==> src/ffha_pkg.sv <==
// shared types and constants of the first-fit heap allocator
`timescale 1ns / 1ps
package ffha_pkg;

    localparam int POOL_BYTES   = 16384;
    localparam int HEADER_BYTES = 24;
    localparam int OFF_W        = 14;
    localparam int SIZE_W       = 15;

    typedef enum logic [2:0] {
        ST_EXACT   = 3'd0,
        ST_SPLIT   = 3'd1,
        ST_NOMEM   = 3'd2,
        ST_BADFREE = 3'd3,
        ST_FREED   = 3'd4
    } status_t;

    typedef enum logic {
        OP_ALLOC = 1'b0,
        OP_FREE  = 1'b1
    } op_t;

    typedef struct packed {
        op_t                operation;
        logic [SIZE_W-1:0]  request_size;
        logic [OFF_W-1:0]   payload_offset;
    } in_item_t;

    typedef struct packed {
        status_t            status;
        logic [OFF_W-1:0]   granted_offset;
    } out_item_t;

    typedef struct packed {
        logic [OFF_W-1:0]   start;
        logic [SIZE_W-1:0]  size;
        logic               is_free;
    } entry_t;

    typedef enum logic [3:0] {
        S_IDLE,
        S_SCAN_RD,
        S_SCAN_CHK,
        S_INS_RD,
        S_INS_WR,
        S_INS_FIX,
        S_NB_RD,
        S_NB_CHK,
        S_PV_RD,
        S_PV_CHK,
        S_MERGE,
        S_DROP_RD,
        S_DROP_WR,
        S_DONE
    } state_t;

    typedef struct packed {
        logic    capture;
        logic    scan_rd;
        logic    scan_next;
        logic    hit_latch;
        logic    wr_exact;
        logic    ins_start;
        logic    ins_rd;
        logic    ins_wr;
        logic    ins_new;
        logic    ins_fix;
        logic    nb_rd;
        logic    nb_latch;
        logic    pv_rd;
        logic    pv_latch;
        logic    merge;
        logic    drop_rd;
        logic    drop_wr;
        logic    drop_end;
        logic    res_set;
        status_t res_status;
        logic    out_load;
    } cmd_t;

    typedef struct packed {
        logic scan_end;
        logic hit;
        logic is_free_op;
        logic exact;
        logic can_split;
        logic ins_here;
        logic has_next;
        logic has_prev;
        logic drop_end;
    } stat_t;

endpackage

==> src/ffha_ctrl.sv <==
// sequencer of the first-fit heap allocator
`timescale 1ns / 1ps
module ffha_ctrl
    import ffha_pkg::*;
(
    input  logic  clk,
    input  logic  rst_n,
    input  logic  in_valid,
    output logic  in_ready,
    output logic  out_valid,
    input  logic  out_ready,
    input  stat_t stat,
    output cmd_t  cmd
);

    state_t state_reg, state_next;
    logic   out_valid_reg, out_valid_next;
    logic   out_free;

    assign out_free  = !out_valid_reg || out_ready;
    assign in_ready  = (state_reg == S_IDLE);
    assign out_valid = out_valid_reg;

    always_ff @(posedge clk or negedge rst_n)
    begin
        if (!rst_n)
        begin
            state_reg     <= S_IDLE;
            out_valid_reg <= 1'b0;
        end
        else
        begin
            state_reg     <= state_next;
            out_valid_reg <= out_valid_next;
        end
    end

    always_comb
    begin
        state_next = state_reg;
        unique case (state_reg)
            S_IDLE:     if (in_valid) state_next = S_SCAN_RD;
            S_SCAN_RD:  state_next = stat.scan_end ? S_DONE : S_SCAN_CHK;
            S_SCAN_CHK:
            begin
                if (!stat.hit)
                    state_next = S_SCAN_RD;
                else if (stat.is_free_op)
                    state_next = S_NB_RD;
                else if (!stat.exact && stat.can_split)
                    state_next = S_INS_RD;
                else
                    state_next = S_DONE;
            end
            S_INS_RD:   state_next = stat.ins_here ? S_INS_FIX : S_INS_WR;
            S_INS_WR:   state_next = S_INS_RD;
            S_INS_FIX:  state_next = S_DONE;
            S_NB_RD:    state_next = stat.has_next ? S_NB_CHK : S_PV_RD;
            S_NB_CHK:   state_next = S_PV_RD;
            S_PV_RD:    state_next = stat.has_prev ? S_PV_CHK : S_MERGE;
            S_PV_CHK:   state_next = S_MERGE;
            S_MERGE:    state_next = S_DROP_RD;
            S_DROP_RD:  state_next = stat.drop_end ? S_DONE : S_DROP_WR;
            S_DROP_WR:  state_next = S_DROP_RD;
            S_DONE:     if (out_free) state_next = S_IDLE;
            default:    state_next = S_IDLE;
        endcase
    end

    always_comb
    begin
        cmd            = '0;
        cmd.res_status = ST_NOMEM;
        unique case (state_reg)
            S_IDLE:     cmd.capture = in_valid;
            S_SCAN_RD:
            begin
                if (stat.scan_end)
                begin
                    cmd.res_set    = 1'b1;
                    cmd.res_status = stat.is_free_op ? ST_BADFREE : ST_NOMEM;
                end
                else
                    cmd.scan_rd = 1'b1;
            end
            S_SCAN_CHK:
            begin
                if (!stat.hit)
                    cmd.scan_next = 1'b1;
                else if (stat.is_free_op)
                    cmd.hit_latch = 1'b1;
                else if (stat.exact)
                begin
                    cmd.wr_exact   = 1'b1;
                    cmd.res_set    = 1'b1;
                    cmd.res_status = ST_EXACT;
                end
                else if (stat.can_split)
                begin
                    cmd.hit_latch = 1'b1;
                    cmd.ins_start = 1'b1;
                end
                else
                begin
                    cmd.res_set    = 1'b1;
                    cmd.res_status = ST_NOMEM;
                end
            end
            S_INS_RD:
            begin
                if (stat.ins_here)
                    cmd.ins_new = 1'b1;
                else
                    cmd.ins_rd = 1'b1;
            end
            S_INS_WR:   cmd.ins_wr = 1'b1;
            S_INS_FIX:
            begin
                cmd.ins_fix    = 1'b1;
                cmd.res_set    = 1'b1;
                cmd.res_status = ST_SPLIT;
            end
            S_NB_RD:    cmd.nb_rd    = stat.has_next;
            S_NB_CHK:   cmd.nb_latch = 1'b1;
            S_PV_RD:    cmd.pv_rd    = stat.has_prev;
            S_PV_CHK:   cmd.pv_latch = 1'b1;
            S_MERGE:    cmd.merge    = 1'b1;
            S_DROP_RD:
            begin
                if (stat.drop_end)
                begin
                    cmd.drop_end   = 1'b1;
                    cmd.res_set    = 1'b1;
                    cmd.res_status = ST_FREED;
                end
                else
                    cmd.drop_rd = 1'b1;
            end
            S_DROP_WR:  cmd.drop_wr  = 1'b1;
            S_DONE:     cmd.out_load = out_free;
            default:    cmd = '0;
        endcase
    end

    always_comb
    begin
        if (cmd.out_load)
            out_valid_next = 1'b1;
        else if (out_ready)
            out_valid_next = 1'b0;
        else
            out_valid_next = out_valid_reg;
    end

endmodule

==> src/ffha_dp.sv <==
// block table memory, scan and shift indexes, merge arithmetic and result register
`timescale 1ns / 1ps
module ffha_dp
    import ffha_pkg::*;
#(
    parameter int MAX_BLOCKS = 64
)
(
    input  logic      clk,
    input  logic      rst_n,
    input  in_item_t  in_data,
    input  cmd_t      cmd,
    output stat_t     stat,
    output out_item_t out_data
);

    localparam int IDX_W = (MAX_BLOCKS > 1) ? $clog2(MAX_BLOCKS) : 1;
    localparam int CNT_W = $clog2(MAX_BLOCKS + 1);
    localparam logic [SIZE_W-1:0] HDR = SIZE_W'(HEADER_BYTES);
    localparam entry_t INIT_ENTRY = '{start: '0,
                                      size: SIZE_W'(POOL_BYTES - HEADER_BYTES),
                                      is_free: 1'b1};

    entry_t mem [MAX_BLOCKS];

    in_item_t          item_reg;
    logic [CNT_W-1:0]  i_reg, j_reg, cnt_reg;
    logic              fresh_reg, rd_fresh_reg;
    entry_t            rd_q, rd_data;
    entry_t            e_reg, n_reg, p_reg;
    logic              nfree_reg, pfree_reg;
    logic [1:0]        drop_reg;
    status_t           pend_status_reg;
    logic [OFF_W-1:0]  pend_grant_reg;
    out_item_t         out_reg;

    logic              rd_en, wr_en;
    logic [CNT_W-1:0]  rd_addr, wr_addr;
    entry_t            wr_data;
    logic [CNT_W-1:0]  i_plus1, i_minus1, base;
    logic [SIZE_W:0]   start_hdr;
    logic [SIZE_W-1:0] ext_size, base_size;
    logic [1:0]        drop_new;
    logic [CNT_W:0]    j_drop;

    assign rd_data   = rd_fresh_reg ? INIT_ENTRY : rd_q;
    assign i_plus1   = i_reg + CNT_W'(1);
    assign i_minus1  = i_reg - CNT_W'(1);
    assign start_hdr = (SIZE_W+1)'(rd_data.start) + (SIZE_W+1)'(HEADER_BYTES);
    assign j_drop    = (CNT_W+1)'(j_reg) + (CNT_W+1)'(drop_reg);

    // status toward the sequencer
    always_comb
    begin
        stat.scan_end   = (i_reg == cnt_reg);
        stat.is_free_op = (item_reg.operation == OP_FREE);
        if (item_reg.operation == OP_FREE)
            stat.hit = !rd_data.is_free &&
                       (start_hdr == (SIZE_W+1)'(item_reg.payload_offset));
        else
            stat.hit = rd_data.is_free && (rd_data.size >= item_reg.request_size);
        stat.exact     = (rd_data.size == item_reg.request_size);
        stat.can_split = ((SIZE_W+1)'(rd_data.size) >
                          (SIZE_W+1)'(item_reg.request_size) + (SIZE_W+1)'(HEADER_BYTES))
                         && (cnt_reg < CNT_W'(MAX_BLOCKS));
        stat.ins_here  = (j_reg == i_plus1);
        stat.has_next  = (i_plus1 < cnt_reg);
        stat.has_prev  = (i_reg != '0);
        stat.drop_end  = (drop_reg == 2'd0) || (j_drop >= (CNT_W+1)'(cnt_reg));
    end

    // merged free block
    always_comb
    begin
        ext_size  = nfree_reg ? (n_reg.size + HDR) : '0;
        base_size = pfree_reg ? (p_reg.size + HDR + e_reg.size) : e_reg.size;
        base      = pfree_reg ? i_minus1 : i_reg;
        drop_new  = {1'b0, pfree_reg} + {1'b0, nfree_reg};
    end

    // memory port control
    always_comb
    begin
        rd_en   = cmd.scan_rd | cmd.ins_rd | cmd.nb_rd | cmd.pv_rd | cmd.drop_rd;
        rd_addr = i_reg;
        if (cmd.ins_rd)
            rd_addr = j_reg - CNT_W'(1);
        else if (cmd.nb_rd)
            rd_addr = i_plus1;
        else if (cmd.pv_rd)
            rd_addr = i_minus1;
        else if (cmd.drop_rd)
            rd_addr = j_drop[CNT_W-1:0];

        wr_en   = cmd.wr_exact | cmd.ins_wr | cmd.ins_new | cmd.ins_fix |
                  cmd.merge | cmd.drop_wr;
        wr_addr = i_reg;
        wr_data = '{start: rd_data.start, size: rd_data.size, is_free: 1'b0};
        if (cmd.ins_wr || cmd.drop_wr)
        begin
            wr_addr = j_reg;
            wr_data = rd_data;
        end
        else if (cmd.ins_new)
        begin
            wr_addr = i_plus1;
            wr_data.start   = e_reg.start + OFF_W'(HEADER_BYTES) +
                              item_reg.request_size[OFF_W-1:0];
            wr_data.size    = e_reg.size - item_reg.request_size - HDR;
            wr_data.is_free = 1'b1;
        end
        else if (cmd.ins_fix)
            wr_data = '{start: e_reg.start, size: item_reg.request_size, is_free: 1'b0};
        else if (cmd.merge)
        begin
            wr_addr = base;
            wr_data = '{start: pfree_reg ? p_reg.start : e_reg.start,
                        size: base_size + ext_size, is_free: 1'b1};
        end
    end

    always_ff @(posedge clk)
    begin
        if (wr_en)
            mem[wr_addr[IDX_W-1:0]] <= wr_data;
        if (rd_en)
            rd_q <= mem[rd_addr[IDX_W-1:0]];
    end

    always_ff @(posedge clk or negedge rst_n)
    begin
        if (!rst_n)
        begin
            cnt_reg      <= CNT_W'(1);
            fresh_reg    <= 1'b1;
            rd_fresh_reg <= 1'b0;
        end
        else
        begin
            if (rd_en)
                rd_fresh_reg <= fresh_reg && (rd_addr == '0);
            if (wr_en && (wr_addr == '0))
                fresh_reg <= 1'b0;
            if (cmd.ins_fix)
                cnt_reg <= cnt_reg + CNT_W'(1);
            else if (cmd.drop_end)
                cnt_reg <= cnt_reg - CNT_W'(drop_reg);
        end
    end

    always_ff @(posedge clk)
    begin
        if (cmd.capture)
        begin
            item_reg <= in_data;
            i_reg    <= '0;
        end
        if (cmd.scan_next)
            i_reg <= i_plus1;
        if (cmd.hit_latch)
        begin
            e_reg     <= rd_data;
            nfree_reg <= 1'b0;
            pfree_reg <= 1'b0;
        end
        if (cmd.nb_latch)
        begin
            n_reg     <= rd_data;
            nfree_reg <= rd_data.is_free;
        end
        if (cmd.pv_latch)
        begin
            p_reg     <= rd_data;
            pfree_reg <= rd_data.is_free;
        end
        if (cmd.ins_start)
            j_reg <= cnt_reg;
        else if (cmd.ins_wr)
            j_reg <= j_reg - CNT_W'(1);
        else if (cmd.merge)
        begin
            j_reg    <= base + CNT_W'(1);
            drop_reg <= drop_new;
        end
        else if (cmd.drop_wr)
            j_reg <= j_reg + CNT_W'(1);
        if (cmd.res_set)
        begin
            pend_status_reg <= cmd.res_status;
            if (cmd.res_status == ST_EXACT)
                pend_grant_reg <= start_hdr[OFF_W-1:0];
            else if (cmd.res_status == ST_SPLIT)
                pend_grant_reg <= e_reg.start + OFF_W'(HEADER_BYTES);
            else
                pend_grant_reg <= '0;
        end
        if (cmd.out_load)
            out_reg <= '{status: pend_status_reg, granted_offset: pend_grant_reg};
    end

    assign out_data = out_reg;

endmodule

==> src/first_fit_heap_allocator_unit.sv <==
// top level of the first-fit heap allocator with coalescing
// allocate: scan the table to the first fitting block, then shift later entries up to split it
// free: scan for the block, read its neighbors, merge, shift later entries down, then finish
// throughput: one item at a time; set by the block table, one entry read per step
// reset: table holds one free block covering the pool minus a header, no result pending
// the result register holds a reply until taken; the next item may be accepted meanwhile
`timescale 1ns / 1ps
module first_fit_heap_allocator_unit
    import ffha_pkg::*;
#(
    parameter int MAX_BLOCKS = 64
)
(
    input  logic      clk,
    input  logic      rst_n,
    input  logic      in_valid,
    output logic      in_ready,
    input  in_item_t  in_data,
    output logic      out_valid,
    input  logic      out_ready,
    output out_item_t out_data
);

    // command and status between sequencer and datapath
    cmd_t  cmd;
    stat_t stat;

    // sequencer: scan, split insertion shift, neighbor merge, drop shift, reply transfer
    ffha_ctrl u_ctrl (
        .clk       (clk),
        .rst_n     (rst_n),
        .in_valid  (in_valid),
        .in_ready  (in_ready),
        .out_valid (out_valid),
        .out_ready (out_ready),
        .stat      (stat),
        .cmd       (cmd)
    );

    // block table in a one-write one-read memory with registered read data
    ffha_dp #(
        .MAX_BLOCKS (MAX_BLOCKS)
    ) u_dp (
        .clk      (clk),
        .rst_n    (rst_n),
        .in_data  (in_data),
        .cmd      (cmd),
        .stat     (stat),
        .out_data (out_data)
    );

endmodule

==> config.mk <==
export PLATFORM = sky130hd
export DESIGN_NAME = first_fit_heap_allocator_unit
export DESIGN_NICKNAME = d
export VERILOG_FILES = /design/src/ffha_pkg.sv /design/src/ffha_ctrl.sv /design/src/ffha_dp.sv /design/src/first_fit_heap_allocator_unit.sv
export SDC_FILE = /design/constraint.sdc
export NUM_CORES = 2
export LEC_CHECK = 0
export BUFFER_PORTS_ARGS = -buffer_cell sky130_fd_sc_hd__buf_2
export CAP_MARGIN = 20
export CORE_ASPECT_RATIO = 1.25
export CORE_MARGIN = 2
export CORE_UTILIZATION = 25
export DETAILED_ROUTE_END_ITERATION = 7
export HOLD_SLACK_MARGIN = 0.03
export PLACE_DENSITY = 0.37
export SLEW_MARGIN = 20
export SYNTH_ARGS = -nofsm -noshare
export SYNTH_HDL_FRONTEND = slang
export SYNTH_SLANG_ARGS = --single-unit
==> constraint.sdc <==
create_clock -name clk -period 11.2 [get_ports clk]
set_clock_uncertainty 0.1 [all_clocks]
set_input_delay 2.8 -clock clk [delete_from_list [all_inputs] [get_ports clk]]
set_output_delay 2.8 -clock clk [all_outputs]
set_load 0.05 [all_outputs]
==> Word-level counts from Yosys, hierarchy flattened <==
Memories as Yosys holds them, arrays and structs flattened. A register that Yosys moved wholly into a read port is not among the register bits.
Cells that the tools add are included.
{ "word_totals": {"in_bits": 34, "mem_bits_rw": 1920, "n_memories": 1, "output_inout_bits": 19, "reg_bits": 169, "wordCells": 187} }
{ "mem_list": {"columns": ["memory", "depth", "word_bits", "read_ports", "rd_ports_with_merged_regs", "wr", "line_no", "rtl"], "rows": [
  ["u_dp.mem", 64, 30, 1, 1, 1, "ffha_dp.sv:24", "entry_t mem [MAX_BLOCKS];"]
]} }
{ "classes": {"muxes": 81, "order_cmp": 5, "eq_ne": 20, "addsub": 19, "n_bitwise": 11, "n_reduce_logical": 28} }
{ "op_table": {"columns": ["cell", "n"], "rows": [
  ["2-to-1 mux 30 bit", 5],
  ["2-to-1 mux 7 bit", 17],
  ["2-to-1 mux 4 bit", 13],
  ["case mux 4 bit (13 select lines)", 1],
  ["2-to-1 mux 14 bit", 3],
  ["2-to-1 mux 1 bit", 35],
  ["adder 15 bit", 2],
  ["adder 15 x 5 -> 15 bit, second input constant", 2],
  ["2-to-1 mux 15 bit", 2],
  ["adder 7 x 1 -> 7 bit, second input constant", 4],
  ["equality test 4 bit, second input constant", 6],
  ["case mux 4 bit (5 select lines)", 1],
  ["adder 15 x 5 -> 16 bit, second input constant", 1],
  ["equality test 16 x 14 -> 1 bit", 1],
  ["equality test 4 x 3 -> 1 bit, second input constant", 4],
  ["> comparator 15 x 16 -> 1 bit", 1],
  ["adder 14 x 5 -> 15 bit, second input constant", 1],
  ["equality test 15 bit", 1],
  ["greater-or-equal comparator 15 bit", 1],
  ["subtractor 15 bit", 1],
  ["subtractor 15 x 5 -> 15 bit, second input constant", 1],
  ["adder 14 bit", 1],
  ["adder 14 x 5 -> 14 bit, second input constant", 1],
  ["equality test 7 bit", 2],
  ["other kinds (31)", 57]
]} }

==> Depth between registers and ports, before layout <==
{ "logic_depth": {"word_depth": 15, "mapped_depth": 24, "ltp_nobuf": 24} }

==> By module <==
A second synthesis with hierarchy kept.
{ "unflattened": {"hier_cells": 4648, "area_unflattened_um2": 88865.2} }
{ "modules_own_cells": {"columns": ["mod", "seq_area_each_um2", "n_inst", "cells_per_inst", "area_per_inst_um2"], "rows": [
  ["ffha_dp", 63438.3, 1, 4554, 88239.6],
  ["ffha_ctrl", 125.1, 1, 94, 625.6]
]} }

==> Worst setup path before layout <==
Ideal clock, no wire load.
{ "synth_timing": {"path_type": "register -> register", "from": "reg u_dp.e_reg[2] (netlist bit)", "to": "mem u_dp.mem[0][14] (netlist bit) (data pin)", "setup_slack_ns": 4.126, "period_less_slack_ns": 7.074, "t_arrival_ns": 6.233, "path_buffers": 0, "setup_time_ns": 0.741, "required_time_ns": 10.359, "stages_incl_launch_ff": 19, "path_cell_list": "edfxtp_1 -> ha_1 -> ha_1 -> inv_1 -> fa_1 -> nor2b_1 -> o21ai_0 -> a21boi_0 -> o21ai_0 -> nor3b_1 -> or3_1 -> o21ai_0 -> ha_1 -> o21a_1 -> o31a_1 -> o41ai_1 -> o21a_1 -> xor2_1 -> a221oi_1"} }
{ "synth_rtl": {"columns": ["element", "line_no", "rtl"], "rows": [
  ["start, declared", "ffha_dp.sv:30", "entry_t e_reg, n_reg, p_reg;"],
  ["start signal, assigned", "ffha_dp.sv:162", "e_reg <= rd_data;"],
  ["end, declared", "ffha_dp.sv:24", null]
]} }

==> Final worst setup path <==
{ "layout_timing": {"from": "reg u_dp.i_reg[0]", "to": "reg u_dp.rd_q[6] (netlist name)"} }
{ "layout_between": {"elab_chain_len": 8, "elab_cells_between_ends": 20, "classes_between": "add/sub: 2; order compare: 1; eq/ne: 2; mux: 10; bitwise: 4; reduce/logical: 1"} }
{ "layout_rtl": {"columns": ["element", "line_no", "rtl"], "rows": [
  ["start, declared", "ffha_dp.sv:27", "logic [CNT_W-1:0] i_reg, j_reg, cnt_reg;"],
  ["start signal, assigned", "ffha_dp.sv:159", "i_reg <= i_plus1;"],
  ["adder 7 x 1 -> 7 bit (*)", "ffha_dp.sv:47", "assign i_plus1 = i_reg + CNT_W'(1);"],
  ["net u_dp.i_plus1[4]", "ffha_dp.sv:40", "logic [CNT_W-1:0] i_plus1, i_minus1, base;"],
  ["branches (longest 7 deep; another with less-than comparator 7 bit)", null, null]
]} }
Mark *: on every way through the listed nets, which the timed path passes.
A chain may end at the register's enable or synchronous reset.

==> results.md <==
* Status: finished, final reports clean
* Dpl cell area at between 90000 and 100000 um^2
* CTS clk-pin slew, worst paths at approximately 60 ps
* Yosys reg bits at 2119
* Worst Hold End: u_dp.out_data[13]$_DFFE_PP_
* Fin. Hold Viols at 0
* Yosys warning count at 0
* Tmin final at 7250 ps
* Core Rows at around 250
* Die X at between 500 and 600 um
* Vias per cell at 4.83
* Crit-path max cell delay at 720 ps
* Tcrit/Tclk final at 64.7%
* Initial Utilization at 25.1%
* HP Start: u_dp.pend_grant_reg[13]$_DFFE_PP_
* Seq/Total Area, Yosys at 71.4%
* Non-filler cells, final at roughly 11000
* Reg-to-reg slack, setup at just under 4000 ps
* Slowest CP cell: buf_4
* Post-CTS sizing at 0
* FF-to-FF Start: u_dp.i_reg[0]$_SDFFCE_PN0P_
* CTS tree: done
* Remaining Overflow, GRT at 0
* Core Region at 355000 um^2
* Setup TNS at 0 ps
* Critical path class: reg2reg
* Clock Latency Late Sink at 900 ps
* Tightest Hold Check Type: reg2reg
* CP required at around 12000 ps
* Power density over the cells at 153 nW/um^2
* Routing usage on met2 at 32.4%
* Hold path depth at 0
* Number of buffers and inverters on the critical path at 3
* Root Buffer: clkbuf_16
* Fill cells at 35700
* Die footprint at roughly 360000 um^2
* Pins over their slew limit at 0
* Setup crit start kind: flop
* Post-Synthesis Cells at 6503
* Die Y at 671 um
* DR vias at 55500
* # nets final at ~6800
* Peak supply drop at 0.113 mV
* Netlist cell types at 84
* Share of cells above drive strength 1 at a little under an eighth
* CTS Buffer Depth at 4
* Initial antenna violation count at 27
* Place WS at roughly 4000 ps
* CTS Buf Count at approximately 230
* Routed len/inst at 29.0 um
* Routed wire length at 333000 um
* Prevailing post-synth register cell: edfxtp_1
* Placed Instances at 11100
* R2R cell count at 17
* Fmax at 138 MHz
* Area growth from synthesis to layout at 15.6%
* Worst setup margin at 3950 ps
* M3 GR Usage at 2.18%
* Crit path max-delay family: compound AO/OA/AOI/OAI gates
* Io pins at 53
* Asr flop ratio synth at 0.661%
* DRC errors left at 0
* Number of port buffers at 52
* Top Usage Layer GRT: met2
* R2R Path End: u_dp.rd_q[6]$_DFFE_PP_
* Routability congestion estimate at 0.848
* Largest net degree at the start of global routing at 131
* RSZ-0062 raised after global routing: no
* Lkg Pwr at 28.1 nW
* Mapped Avg Cell Area at approximately 14 um^2
* Total of max-cap violations at 0
* Antenna viol nets, final at 0
* Number of global-route vias before repair at 55300
* Hold_buf cts at 0
* Max FFs per register at 1920
* All-Layer GR Usage at a little under a fifth
* Tightest Pin Transition at 1130 ps
* DPL Wire Length at 196000 um
* Worst relative slew slack at 24.2%
* Post-synth net total at 6684
* Met1 Use GR at 22.6%
* Crit path max fanout at 115
* Post-CTS Repair Setup Buffers at 0
* Number of synthesized flops with an enable pin at 2105
* Final setup fails at 0
* Worst-path cell chain: ha_1 -> nand3_2 -> xor2_1 -> inv_1 -> ha_1 -> a211o_1 -> o221ai_1 -> a21o_1 -> a22oi_1 -> a31oi_4 -> buf_4 -> buf_12 -> mux2i_1 -> a22oi_1 -> a22oi_1 -> nand3_1 -> and4_1
* Design area at 103000 um^2
* H-tree Lvls at 4
* First-pass GRT wire length at 458000 um
* CP dominant cell by count: a22oi_1
* CP Data Arrival Time at 7760 ps
* DRT iter0 DRCs at 5122
* Cell Area, Synth at 89000 um^2
* Clock sink count at 2119
* Crit end category: flop
* Initial DRT Pass Iterations at 5
## layout make-up
| class | count | area [um^2] | share of cell area [%] |
|---|---|---|---|
| Timing Repair Buffer | 249 | 1960 | 1.90 |
| Multi-Input combinational cell | 3877 | 24300 | 23.6 |
| Clock inverter | 114 | 738 | 0.717 |
| Tap cell | 4693 | 5870 | 5.70 |
| Sequential cell | 2119 | 63600 | 61.7 |
| Antenna cell | 25 | 62.6 | 0.0608 |
| Clock buffer | 287 | 6010 | 5.84 |
| Inverter | 120 | 450 | 0.438 |
## cells in the mapped netlist, types with 13 or more instances
| master | n | share of area (%) |
|---|---|---|
| and3_1 | 14 | 0.098 |
| o211ai_1 | 25 | 0.21 |
| and2_1 | 18 | 0.13 |
| inv_1 | 119 | 0.50 |
| nor2_1 | 324 | 1.4 |
| clkbuf_1 | 160 | 0.67 |
| xnor2_1 | 97 | 0.95 |
| nor2b_1 | 33 | 0.23 |
| nand4_1 | 75 | 0.53 |
| a22oi_1 | 177 | 1.5 |
| nand3_1 | 405 | 2.3 |
| a21oi_1 | 396 | 2.2 |
| nor3_1 | 45 | 0.25 |
| nand2b_1 | 25 | 0.18 |
| a21o_1 | 24 | 0.20 |
| o21ai_0 | 121 | 0.68 |
| buf_2 | 149 | 0.84 |
| mux2i_1 | 193 | 2.2 |
| a32oi_1 | 29 | 0.29 |
| o21a_1 | 13 | 0.11 |
| o221ai_1 | 31 | 0.30 |
| or2_2 | 18 | 0.13 |
| a2111oi_0 | 29 | 0.29 |
| ha_1 | 141 | 2.0 |
| and4_1 | 31 | 0.30 |
| xor2_1 | 47 | 0.46 |
| buf_4 | 20 | 0.17 |
| mux4_2 | 63 | 1.6 |
| edfxtp_1 | 2105 | 71 |
| o22ai_1 | 54 | 0.38 |
| nand2_1 | 1218 | 5.1 |
| a31oi_1 | 71 | 0.50 |
| buf_1 | 47 | 0.20 |
## through the flow
stage | total power [mW] | util [%] | hold WS, ps
detailed placement | 8.76 | 27.1 | 305
floorplan | 8.75 | - | 300
global placement | 8.76 | 27.0 | 308
finish | 15.7 | 29.0 | 320
CTS | 15.9 | 29.0 | 320
global route | 16.2 | 29.0 | 322
## placed cells by master (no fill, tap or decap), types with 69 or more instances in the layout
master,synthesis,routed
a22oi_1,177,177
nand2_1,1218,1216
ha_1,141,141
nand4_1,75,75
buf_4,20,174
xnor2_1,97,97
o21ai_0,121,103
a31oi_1,71,69
clkbuf_16,0,231
inv_1,119,117
a21oi_1,396,393
mux2i_1,193,193
edfxtp_1,2105,2105
nand3_1,405,404
nor2_1,324,259
## how the worst max path moves through the flow
stage / cells past startpoint / end / slack (ps) / from
2_1_floorplan: 18 / u_dp.mem[0][14]$_DFFE_PP_ / 4130 / u_dp.e_reg[2]$_DFFE_PP_
3_3_place_gp: 19 / u_dp.rd_q[6]$_DFFE_PP_ / 1190 / u_dp.j_reg[0]$_DFFE_PP_
3_5_place_dp: 17 / u_dp.rd_q[6]$_DFFE_PP_ / 3990 / u_dp.i_reg[0]$_SDFFCE_PN0P_
4_1_cts: 17 / u_dp.rd_q[6]$_DFFE_PP_ / 3960 / u_dp.i_reg[0]$_SDFFCE_PN0P_
5_1_grt: 17 / u_dp.rd_q[3]$_DFFE_PP_ / 3670 / u_dp.i_reg[0]$_SDFFCE_PN0P_
6_report: 17 / u_dp.rd_q[6]$_DFFE_PP_ / 3950 / u_dp.i_reg[0]$_SDFFCE_PN0P_
## cells by family (layout without fill, tap and decap cells)
kind of cell | after synthesis | count (layout) | synth area share, %
flip-flops | 2119 | 2119 | 71.4
adder cells (fa/ha/maj) | 147 | 147 | 2.12
buffers and inverters | 507 | 770 | 2.52
AND/OR/NAND/NOR | 2271 | 2271 | 11.2
AO/OA/AOI/OAI | 1047 | 1047 | 7.44
other | 0 | 25 | 0
multiplexers | 267 | 267 | 3.90
XOR/XNOR | 145 | 145 | 1.44
## metal layers
metal / wire length [um] / vias up
li1: - / 24600
met1: 138000 / 29100
met2: 171000 / 1459
met3: 14000 / 402
met4: 10100 / 6
met5: 40 / -
## where the power goes
group          leakage (nW)  internal (mW)           switching, mW  total [mW]
Combinational          12.6        0.00399                 0.00369     0.00770
Sequential             12.2           8.58  0.00000000000000000848        8.58
Clock                  3.32           3.94                    3.19        7.13
Total                  28.1           12.5                    3.19        15.7
Power figures use the tool's default switching activity.
